File: src/hw/rtl/assert_macros.svh
// Assertion macros shared by the RTL of the sample mixer.
// Assertions sample on clk_i and are disabled while rst_ni is low.
`ifndef ASSERT_MACROS_SVH
`define ASSERT_MACROS_SVH
`ifndef NO_ASSERTIONS
`define MSM_ASSERT(lbl, prop, msg) \
  lbl: assert property (@(posedge clk_i) disable iff (!rst_ni) prop) else $error(msg);
`define MSM_ASSERT_NEVER(lbl, prop, msg) \
  lbl: assert property (@(posedge clk_i) disable iff (!rst_ni) !(prop)) else $error(msg);
`else
`define MSM_ASSERT(lbl, prop, msg)
`define MSM_ASSERT_NEVER(lbl, prop, msg)
`endif
`endif

File: src/hw/rtl/msm_pkg.sv
// Types and constants for the multichannel sample mixer.
// No dependencies.
package msm_pkg;

  localparam int unsigned FRAC_BITS = 12;
  localparam int unsigned POS_BITS  = 32;
  localparam int unsigned DIV_STEPS = 32;
  localparam logic [6:0]  GAIN_MAX  = 7'd64;

  typedef enum logic [2:0] {
    REQ_LOAD    = 3'd0,
    REQ_SETUP   = 3'd1,
    REQ_STOP    = 3'd2,
    REQ_RESTART = 3'd3,
    REQ_RESUME  = 3'd4,
    REQ_TICK    = 3'd5
  } req_e;

  typedef enum logic [1:0] {
    STAT_DONE     = 2'd0,
    STAT_REJECT   = 2'd1,
    STAT_DISABLED = 2'd2,
    STAT_IGNORED  = 2'd3
  } status_e;

  typedef enum logic [1:0] {
    ST_IDLE,
    ST_CHAIN,
    ST_SETTLE
  } state_e;

  typedef struct packed {
    logic en;
    logic loops;
    logic autod;
    logic oa;
    logic ob;
    logic data;
  } flags_t;

  // Voice command broadcast to the cells.
  typedef struct packed {
    logic        valid;
    req_e        op;
    logic [2:0]  voice;
    logic [15:0] base;
    logic [31:0] step;
    logic [31:0] len;
    logic [31:0] wrap;
    logic [6:0]  gain;
    logic        loops;
    logic        autod;
    logic        oa;
    logic        ob;
  } cmd_t;

  // Status a cell reports back to the controller.
  typedef struct packed {
    flags_t flags;
    logic   end_nz;
    logic   busy;
  } view_t;

endpackage

File: src/hw/rtl/msm_voice_cell.sv
// One voice of the mixer: voice state, its share of the mix and its advance.
// Depends on msm_pkg. A token with the running sum walks through the cells.
module msm_voice_cell #(
  parameter int unsigned INDEX     = 0,
  parameter int unsigned ADDR_BITS = 16
) (
  input  logic                 clk_i,
  input  logic                 rst_ni,
  input  msm_pkg::cmd_t        cmd_i,
  input  logic                 tok_i,
  input  logic [15:0]          sum_i,
  input  logic [7:0]           rd_data_i,
  output logic [ADDR_BITS-1:0] rd_addr_o,
  output logic                 tok_o,
  output logic [15:0]          sum_o,
  output msm_pkg::view_t       view_o
);

  logic [15:0]     base_q, base_d;
  logic [31:0]     pos_q, pos_d, step_q, step_d, end_q, end_d, wrap_q, wrap_d;
  logic [6:0]      gain_q, gain_d;
  msm_pkg::flags_t flags_q, flags_d;
  logic            ph1_q, act_q, act_d;
  logic [15:0]     sum_q;
  logic            div_busy_q, div_busy_d;
  logic [5:0]      cnt_q, cnt_d;
  logic [31:0]     rem_q, rem_d, dvd_q, dvd_d;

  logic              hit, active;
  logic [31:0]       p_adv, d_adv;
  logic [32:0]       cand, cand_sub;
  logic signed [15:0] prod;
  logic [ADDR_BITS-1:0] addr;

  assign hit = cmd_i.valid && (32'(cmd_i.voice) == INDEX);

  assign active = flags_q.data && flags_q.oa && flags_q.en &&
                  !(!flags_q.loops && !flags_q.autod && (pos_q >= end_q));

  assign addr = ADDR_BITS'(ADDR_BITS'(base_q) +
                ADDR_BITS'(pos_q[msm_pkg::POS_BITS-1:msm_pkg::FRAC_BITS]));
  assign rd_addr_o = tok_i ? addr : '0;

  assign prod  = $signed(rd_data_i) * $signed({1'b0, gain_q});
  assign tok_o = ph1_q;
  assign sum_o = sum_q + (act_q ? prod : 16'sd0);

  assign p_adv    = pos_q + step_q;
  assign d_adv    = p_adv - end_q;
  assign cand     = {rem_q, dvd_q[31]};
  assign cand_sub = cand - {1'b0, wrap_q};

  assign view_o.flags  = flags_q;
  assign view_o.end_nz = (end_q != '0);
  assign view_o.busy   = div_busy_q;

  always_comb begin
    base_d     = base_q;
    pos_d      = pos_q;
    step_d     = step_q;
    end_d      = end_q;
    wrap_d     = wrap_q;
    gain_d     = gain_q;
    flags_d    = flags_q;
    act_d      = tok_i ? active : 1'b0;
    div_busy_d = div_busy_q;
    cnt_d      = cnt_q;
    rem_d      = rem_q;
    dvd_d      = dvd_q;

    if (hit) begin
      case (cmd_i.op)
        msm_pkg::REQ_SETUP: begin
          base_d        = cmd_i.base;
          pos_d         = '0;
          step_d        = cmd_i.step;
          end_d         = cmd_i.len;
          wrap_d        = cmd_i.wrap;
          gain_d        = cmd_i.gain;
          flags_d.en    = 1'b1;
          flags_d.data  = 1'b1;
          flags_d.loops = cmd_i.loops;
          flags_d.autod = cmd_i.autod;
          flags_d.oa    = cmd_i.oa;
          flags_d.ob    = cmd_i.ob;
        end
        msm_pkg::REQ_STOP: flags_d.en = 1'b0;
        msm_pkg::REQ_RESTART: begin
          if (flags_q.data && (end_q != '0) && (flags_q.oa || flags_q.ob)) begin
            pos_d      = '0;
            flags_d.en = 1'b1;
          end
        end
        msm_pkg::REQ_RESUME: begin
          if (flags_q.data && (end_q != '0) && !flags_q.en) begin
            flags_d.en = 1'b1;
          end
        end
        default: ;
      endcase
    end

    // Advance after this voice's share went into the sum.
    if (ph1_q && act_q) begin
      if (p_adv >= end_q) begin
        if (flags_q.loops && (wrap_q != '0)) begin
          if (d_adv < wrap_q) begin
            pos_d = p_adv - wrap_q;
          end else begin
            div_busy_d = 1'b1;
            cnt_d      = '0;
            rem_d      = '0;
            dvd_d      = d_adv;
          end
        end else begin
          pos_d = p_adv;
        end
        if (flags_q.autod) begin
          flags_d.en = 1'b0;
        end
      end else begin
        pos_d = p_adv;
      end
    end

    // Restoring remainder of the overshoot by the loop length.
    if (div_busy_q) begin
      if (cnt_q != 6'(msm_pkg::DIV_STEPS)) begin
        rem_d = cand_sub[32] ? cand[31:0] : cand_sub[31:0];
        dvd_d = {dvd_q[30:0], 1'b0};
        cnt_d = cnt_q + 6'd1;
      end else begin
        pos_d      = end_q + rem_q - wrap_q;
        div_busy_d = 1'b0;
      end
    end
  end

  always_ff @(posedge clk_i or negedge rst_ni) begin
    if (!rst_ni) begin
      flags_q    <= '0;
      ph1_q      <= 1'b0;
      act_q      <= 1'b0;
      div_busy_q <= 1'b0;
      cnt_q      <= '0;
    end else begin
      flags_q    <= flags_d;
      ph1_q      <= tok_i;
      act_q      <= act_d;
      div_busy_q <= div_busy_d;
      cnt_q      <= cnt_d;
    end
  end

  always_ff @(posedge clk_i) begin
    base_q <= base_d;
    pos_q  <= pos_d;
    step_q <= step_d;
    end_q  <= end_d;
    wrap_q <= wrap_d;
    gain_q <= gain_d;
    rem_q  <= rem_d;
    dvd_q  <= dvd_d;
    if (tok_i) begin
      sum_q <= sum_i;
    end
  end

endmodule

File: config.mk
export PLATFORM = sky130hd
export DESIGN_NAME = msm_voice_cell
export DESIGN_NICKNAME = d
export VERILOG_FILES = /design/src/hw/rtl/assert_macros.svh /design/src/hw/rtl/msm_pkg.sv /design/src/hw/rtl/msm_voice_cell.sv
export SDC_FILE = /design/constraint.sdc
export NUM_CORES = 1
export LEC_CHECK = 0
export BUFFER_PORTS_ARGS = -buffer_cell sky130_fd_sc_hd__buf_2
export CAP_MARGIN = 20
export CORE_MARGIN = 8
export CORE_UTILIZATION = 50
export DETAILED_ROUTE_END_ITERATION = 10
export PLACE_DENSITY = 0.67
export SYNTH_ARGS = -nofsm -noshare
export SYNTH_HDL_FRONTEND = slang
export SYNTH_SLANG_ARGS = --single-unit
File: constraint.sdc
create_clock -name clk_i -period 19.7 [get_ports clk_i]
set_clock_uncertainty 0.1 [all_clocks]
set_input_delay 0.985 -clock clk_i [delete_from_list [all_inputs] [get_ports clk_i]]
set_output_delay 0.985 -clock clk_i [all_outputs]
set_load 0.05 [all_outputs]
Word level (Yosys, flattened, before mapping). Cells that the tools add are included.

Add/sub/neg operators: 9. Multiply operators: 1. $lt $le $gt $ge: 3. Equality and inequality tests: 5. Muxes and demuxes: 45. Reduce and logical (&&, ||, !) cells: 20.

Operator list (number): two-way mux 32 bit (21); subtractor 32 bit (3); adder 32 bit (2); greater-or-equal comparator 32 bit (2); case mux 32 bit (2 select lines) (1); nonzero test 32 bit (2); two-way mux 6 bit (7); subtractor 33 x 32 -> 33 bit (1); adder 16 bit (2); less-than comparator 32 bit (1); two-way mux 16 bit (2); multiplier 8 x 8 -> 16 bit (1); two-way mux 1 bit (12); logical AND 1 bit (11); adder 6 x 1 -> 6 bit (second input constant) (1); equality test 3 x 2 -> 1 bit (second input constant) (2); inequality test 6 bit (second input constant) (1); two-way mux 5 bit (1); logical NOT 1 bit (4); case mux 1 bit (4 select lines) (1); equality test 3 x 1 -> 1 bit (second input constant) (1); equality test 3 bit (second input constant) (1); logical NOT 3 bit (1); AND reduction 2 bit (1); logical OR 1 bit (1).

Bits in registers: 246. Output and inout port bits: 41. Logic and storage cells: 102.

Depth between registers and ports, before layout. Gate-level depths: netlist (run 1).

Depth in word-level cells: 12. Gate-level depth with buffers: 32.

Worst setup path before layout (run 1). OpenSTA, ideal clock, no wires.

Kind: in2reg. From: input port cmd_i[125] in the netlist's numbering. To: register flags_q (netlist bit view_o[3]). Library setup time: 0.091 ns. Arrival time: 7.527 ns. Data required time: 19.509 ns. Path slack: 11.982 ns. Stages: 5. Cells stage by stage: nand2b_1 > nor4_1 > nand2_1 > nor2_1 > mux2_2.

Word-level cells in the longest chain between the ends: 3.

Ends and longest elaborated chain: start: declaration (RTL line msm_voice_cell.sv:9) `input msm_pkg::cmd_t cmd_i,`; logical NOT 3 bit (RTL line msm_voice_cell.sv:35) `assign hit = cmd_i.valid && (32'(cmd_i.voice) == INDEX);`; logical AND 1 bit (RTL line msm_voice_cell.sv:35); AND reduction 2 bit (no source line); end signal: assignment (RTL line msm_voice_cell.sv:147) `flags_q <= flags_d;`; end: declaration (RTL line msm_voice_cell.sv:22) `msm_pkg::flags_t flags_q, flags_d;`.

No other way between the ends. A chain may end at the register's enable or synchronous reset.

Final worst setup path (run 1).
From: register step_q[0]. To: register pos_q[21].

Word-level cells in the longest chain between the ends: 9. Elaborated cells between the ends (all ways): 11.

Ends and longest elaborated chain: start: declaration (RTL line msm_voice_cell.sv:20) `logic [31:0] pos_q, pos_d, step_q, step_d, end_q, end_d, wrap_q, wrap_d;`; start signal: assignment (RTL line msm_voice_cell.sv:158) `step_q <= step_d;`; adder 32 bit (*) (RTL line msm_voice_cell.sv:48) `assign p_adv = pos_q + step_q;`; subtractor 32 bit (RTL line msm_voice_cell.sv:49) `assign d_adv = p_adv - end_q;`; less-than comparator 32 bit (RTL line msm_voice_cell.sv:107) `if (d_adv < wrap_q) begin`; two-way mux 32 bit (RTL line msm_voice_cell.sv:107); two-way mux 32 bit (RTL line msm_voice_cell.sv:106) `if (flags_q.loops && (wrap_q != '0)) begin`; two-way mux 32 bit (*) (RTL line msm_voice_cell.sv:105) `if (p_adv >= end_q) begin`; two-way mux 32 bit (*) (RTL line msm_voice_cell.sv:104) `if (ph1_q && act_q) begin`; two-way mux 32 bit (RTL line msm_voice_cell.sv:128) `if (cnt_q != 6'(msm_pkg::DIV_STEPS)) begin`; two-way mux 32 bit (*) (RTL line msm_voice_cell.sv:127) `if (div_busy_q) begin`; via pos_d[21] (RTL line msm_voice_cell.sv:20); end signal: assignment (RTL line msm_voice_cell.sv:157) `pos_q <= pos_d;`; end: declaration (RTL line msm_voice_cell.sv:20).

Mark *: on every way through the listed nets, which the timed path passes. The rest lies on a longest branch.

==> flow_summary.toml, run 1 <==
[outcome]
status = "finished, final reports clean"

[clock_tree]
clock_latency_ns = 0.59
clock-sinks = 246
hold_buffers = 0
cts_tree = "built"
h-tree-depth = 1
postCtsSetupRepairBufs = 0
cts_root_buf = "clkbuf_16"
clk_path_buf_depth = 3
cts_buffers = 30
clk_pin_slew_ns = 0.06
postCtsResizedCells = 0

[worst_setup_path]
r2r_start = "step_q[0]"
crit_path_end_kind = "register"
path_class = "register to register"
cp_slowest_cell = "nor2_1"
critPathLaunchType = "register"
reg2regPathDepth = 31
cp_slowest_stage_delay_ns = 0.80
cp_max_fo = 18
crit_required_ns = 20.05
r2r-end = "pos_q[21]"
regToRegSetupSlack_ns = 11.85
critPathArrivalTime_ns = 8.20

[synthesis]
ys_top_cells_by_area = "edfxtp_1 18%, ha_1 16%, dfxtp_1 8.4%"
yosys_register_bits = 246
syn_nets = 3072
synthFlopType = "edfxtp_1"
ys_seq_area_share_pct = 27.8
synth_top_area_share_pct = 17.8
async_reset_ff_share_pct = 6.10
synth-edff-count = 135
avgSynthCellArea_um2 = 8.97
synthTopCellsByCount = "286 x ha_1, 273 x inv_1, 201 x a21oi_1"
synthCells = 2546
synth_cell_type_count = 107
yosys_warnings = 0
syn-cell-area_um2 = 22800
synthMostInstantiatedCell = "ha_1"
yosys.area.top_type = "edfxtp_1"

[sta]
fin_setup_tns_ns = 0
max_slew.worst_pin.slew_ns = 1.30
max_freq_ghz = 0.127
finalCritPeriodShare_pct = 39.8
rsz0062_at_grt = "no"
drv_slew = 0
final_hold_viol_count = 0
setup_viol = 0
final.min_clock_period_ns = 7.85
max_slew_margin_pct = 12.3

[die]
coreArea_um2 = 45200
io_pins = 198
design.die.area_um2 = 52800
die_w_um = 230
die_y_um = 230
start_util_pct = 50.5
fp-row-count = 78

[place]
placed_area_um2 = 24400
gp_congestion = 0.950
portBuffers = 197
dp_hpwl_um = 56700

[detailed_routing]
vias = 19700
dr.first_iter.drc_count = 1216
drtPass1Iterations = 7
antenna_left = 0
drc = 0
wl_per_cell_um = 20.7
post_drt_via_cell_ratio = 5.87
drt_wl_total_um = 69500

[global_route]
grt_pass1_wl_um = 110000
grt_antenna_before_repair = 5
grt_max_degree = 123
grt-ovfl-total = 0
grtUsageTotal_pct = 25.9
grt_pass1_vias = 19800

[pwr]
power.density_nw_per_um2 = 91.6
vdd_drop_max_mv = 0.108
p_leak_nw = 11.7

[flow_run]
max-cap-violations = 0

[worst_hold_path]
hp-class = "primary input to async pin"

[finish]
regArea_um2 = 6350
drive_above_1_share_pct = 11.8
multi_input_area_um2 = 15200
finalNetCount = 3257
fillers = 4125
final_cell_area_um2 = 25500
areaGrowthSynthToFinish_pct = 11.7
-- stage by stage --
step	hold WS, ns	worst slack (ns)	std cells	total power (W)	utilization, %
after floorplan	0.325	11.98	2546	0.00146	-
after global placement	0.334	12.14	3297	0.00173	54.0
after detailed placement	0.346	11.92	3298	0.00175	54.0
after CTS	0.239	11.90	3354	0.00234	56.3
after global routing	0.263	11.15	3357	0.00249	56.4
final	0.259	11.85	3357	0.00234	56.4
-- flip-flops by register name (all words and copies together) (netlist names) --
register    flops
dvd_q          32
end_q          32
view_o          6
act_q           1
cnt_q           6
div_busy_q      1
gain_q          7
sum_q          16
step_q         32
base_q         16
tok_o           1
wrap_q         32
pos_q          32
rem_q          32
-- layer usage --
metal	vias up	global-route usage, %	part of all wire (%)
li1	9517	-	-
met1	9363	30.8	40
met2	626	45.5	49
met3	182	3.18	5.1
met4	2	13.2	5.9
met5	-	0	0.014
-- cells in the final DEF (no fill, tap or decap), types with 8 or more instances in the layout --
master,n
nand2_1,188
a211oi_1,18
nor3_1,42
xnor2_1,122
a21o_1,87
inv_1,273
or3_1,14
nand3_1,79
ha_1,286
clkbuf_16,30
nor2b_1,27
and3_1,23
a21oi_1,201
o22ai_1,15
buf_2,198
nor2_1,135
edfxtp_1,135
nand4_1,26
o211ai_1,12
fa_1,83
o21bai_1,26
o21ai_0,129
o21ai_1,14
a221o_1,11
mux2i_1,8
dfrtp_1,15
o21a_1,25
and2_1,76
buf_4,12
nor4_1,25
dfxtp_1,96
xor2_1,57
a31oi_1,50
nand2b_1,25
a221oi_1,8
-- cell families (layout without fill, tap and decap cells) --
kind of cell    after synthesis  in the layout  synth area share (%)
buf+inv                     332            541                  5.77
mux                          16             16                 0.745
compound gates              707            707                  20.6
other cells                   0              2                     0
flops                       246            246                  27.8
xor+xnor                    181            181                  6.98
simple gates                695            695                  15.1
fa+ha+maj                   369            369                  23.0
-- worst max-delay path by stage --
stage	startpoint	end	slack [ns]	cells after the start
5_1_grt	step_q[0]	pos_q[21]	11.15	31
4_1_cts	step_q[0]	pos_q[21]	11.90	31
3_3_place_gp	step_q[0]	pos_q[12]	12.14	31
6_report	step_q[0]	pos_q[21]	11.85	31
3_5_place_dp	step_q[0]	pos_q[12]	11.92	31
2_1_floorplan	cmd_i[125]	view_o[3]	11.98	5
-- power by group --
part / internal (W) / leakage [nW] / switching, W / total, W
Sequential: 0.000565 / 2.21 / 0.0000290 / 0.000594
Clock: 0.000350 / 0.506 / 0.000234 / 0.000584
Combinational: 0.000471 / 8.99 / 0.000686 / 0.00116
Total: 0.00139 / 11.7 / 0.000948 / 0.00234
-- worst max-delay path, delay by kind of cell, from the launching register on --
family / cells / cell delay, ns
AO/OA/AOI/OAI: 20 / 3.69
AND/OR/NAND/NOR: 5 / 1.76
adder cells (fa/ha/maj): 4 / 1.31
flip-flops: 1 / 0.36
buffers and inverters: 1 / 0.28
XOR/XNOR: 1 / 0.19
-- cell type report --
type | count | area share [%]
sequential | 246 | 24.9
clock buffer | 38 | 3.26
multi-input combinational | 1968 | 59.6
clock inverter | 18 | 0.834
timing repair buffer | 211 | 4.35
antenna | 2 | 0.0196
inverter | 274 | 4.03
tap | 600 | 2.95
Power figures use the tool's default switching activity.
==> run 2: changes to the inputs <==
--- a/config.mk
+++ b/config.mk
@@ -10,7 +10,7 @@
 export CORE_MARGIN = 8
 export CORE_UTILIZATION = 50
 export DETAILED_ROUTE_END_ITERATION = 10
-export PLACE_DENSITY = 0.67
+export PLACE_DENSITY = 0.69
 export SYNTH_ARGS = -nofsm -noshare
 export SYNTH_HDL_FRONTEND = slang
 export SYNTH_SLANG_ARGS = --single-unit
==> constraint.sdc (replaced) <==
create_clock -name clk_i -period 6.57 [get_ports clk_i]
set_clock_uncertainty 0.1 [all_clocks]
set_input_delay 0.3285 -clock clk_i [delete_from_list [all_inputs] [get_ports clk_i]]
set_output_delay 0.3285 -clock clk_i [all_outputs]
set_load 0.05 [all_outputs]
==> flow_summary.toml, run 2 (synthesis results as in run 1) <==
[outcome]
status = "finished, violations left"
violations = "setup timing"

[worst_setup_path]
crit_chain = "buf_4, buf_4, nand2_2, fa_1, fa_1, inv_1, fa_1, inv_1, fa_1, inv_2, ha_4, nor2b_4, o21a_1, buf_4, nor2_1, xnor2_1, and2_1, ha_2, and2_1, a311oi_4, o41ai_4, a21oi_2, xnor2_1, buf_4"
reg2regPathDepth = 34
cp_max_fo = 5
cp_slowest_stage_delay_ns = 0.51
critPathLaunchType = "register"
crit_path_end_kind = "primary output"
crit_required_ns = 6.14
path_class = "register to primary output"
cp_slowest_cell = "fa_1"
critPathArrivalTime_ns = 6.27

[sta]
max_freq_ghz = 0.149
finalCritPeriodShare_pct = 102
final_hold_viol_count = 0
final.min_clock_period_ns = 6.70
drv_slew = 0
max_slew_margin_pct = 18.4
max_slew.worst_pin.slew_ns = 1.21
rsz0062_at_grt = "yes"
layout_setup_ws_ns = -0.133
setup_viol = 4
fin_setup_tns_ns = -0.356

[finish]
finalNetCount = 3532
final_common_cell = "inv_1"
final_cell_mix = "267 x inv_1, 261 x ha_1, 194 x buf_2"
drive_above_1_share_pct = 18.6
areaGrowthSynthToFinish_pct = 26.3
fin_util_pct = 63.8
final_cell_area_um2 = 28800

[clock_tree]
clk_pin_slew_ns = 0.06
clk_path_buf_depth = 3
cts_root_buf = "clkbuf_16"
h-tree-depth = 1
clock-sinks = 246
clock_latency_ns = 0.59
cts_buffers = 30
cts_tree = "built"

[detailed_routing]
antenna_left = 0
drc = 0
drt_wl_total_um = 76300
vias = 21100
dr.first_iter.drc_count = 1782
wl_per_cell_um = 21.0
post_drt_via_cell_ratio = 5.82
drtPass1Iterations = 8

[die]
start_util_pct = 50.5
fp-row-count = 78
io_pins = 198
design.die.area_um2 = 52800
coreArea_um2 = 45200
die_w_um = 230
die_y_um = 230

[global_route]
grt-ovfl-total = 0
grt_pass1_vias = 21100
grt_pass1_wl_um = 116000
grtUsageTotal_pct = 27.4
grt_max_degree = 123
grt_antenna_before_repair = 3

[pwr]
finalPower_w = 0.00798
power.density_nw_per_um2 = 277
p_leak_nw = 13.1
vdd_drop_max_mv = 0.255

[place]
gp_congestion = 0.985
dp_hpwl_um = 57700
post-place-ws_ns = -0.217
portBuffers = 197
placed_area_um2 = 25100

[worst_hold_path]
holdPathStages = 4
hp-class = "primary input to register"

[flow_run]
max-cap-violations = 0
[run 2: cell count changes in the layout (fill, tap and decap cells not counted), moves of 8 or more]
cell and change:
dlygate4sd3_1 +141, buf_4 +119, ha_1 -25, a21oi_1 -21, a21oi_2 +18, ha_4 +16
buf_6 +15, o21ai_0 -11, ha_2 +9, xnor2_1 -9, xnor2_2 +8
[run 2: worst max-delay path: cells and delay by family, from the launching register on]
family / cells / cell delay [ns]
AO/OA/AOI/OAI: 4 / 0.80
XOR/XNOR: 2 / 0.26
adder cells (fa/ha/maj): 6 / 2.54
buffers and inverters: 7 / 0.84
flip-flops: 1 / 0.50
AND/OR/NAND/NOR: 5 / 0.74
[run 2: area by class of cell]
cell class              count  area [um2]
clock inverters            22         287
repair buffers            486        3640
diodes                      2        5.00
fillers                  3655       16400
flip-flops and latches    246        6350
clock buffers              34         797
well taps                 600         751
multi-input cells        1968       16000
inverters                 274        1030
[run 2: final timing paths]
kind	start	endpoint	slack, ns
max in group asynchronous	rst_ni	view_o[4]	5.90
worst max register to register	step_q[0]	pos_q[27]	0.13
worst min-delay path	cmd_i[127]	view_o[7]	0.04
min in group asynchronous	rst_ni	cnt_q[2]	0.14
worst min register to register	dvd_q[26]	dvd_q[27]	0.36
worst max-delay path	gain_q[2]	sum_o[14]	-0.13
[run 2: power by group]
group | switching [W] | leakage (nW) | internal, W
clock network | 0.000710 | 0.524 | 0.00114
registers | 0.0000864 | 2.21 | 0.00170
logic | 0.00236 | 10.4 | 0.00199
total | 0.00316 | 13.1 | 0.00482
[run 2: repair_timing]
action | in CTS | in global routing
hold endpoints to repair | 155 | 0
hold buffers | 141 | 0
setup endpoints to repair | 100 | 108
gates resized for setup | 52 | 121
cloned | 0 | 0
buffers inserted | 20 | 28
pin swaps | 32 | 90
[run 2: stage by stage]
stage / cells / hold WS (ns)
floorplan: 2546 / -0.0671
global placement: 3381 / 0.208
detailed placement: 3381 / 0.211
CTS: 3598 / 0.00131
global route: 3632 / 0.0389
finish: 3632 / 0.0392
[run 2: layer usage]
metal / track usage, % / share of wire [%]
met2: 48.7 / 49
met4: 13.9 / 5.9
met1: 32.1 / 40
met5: 0 / 0.014
met3: 3.52 / 5.1
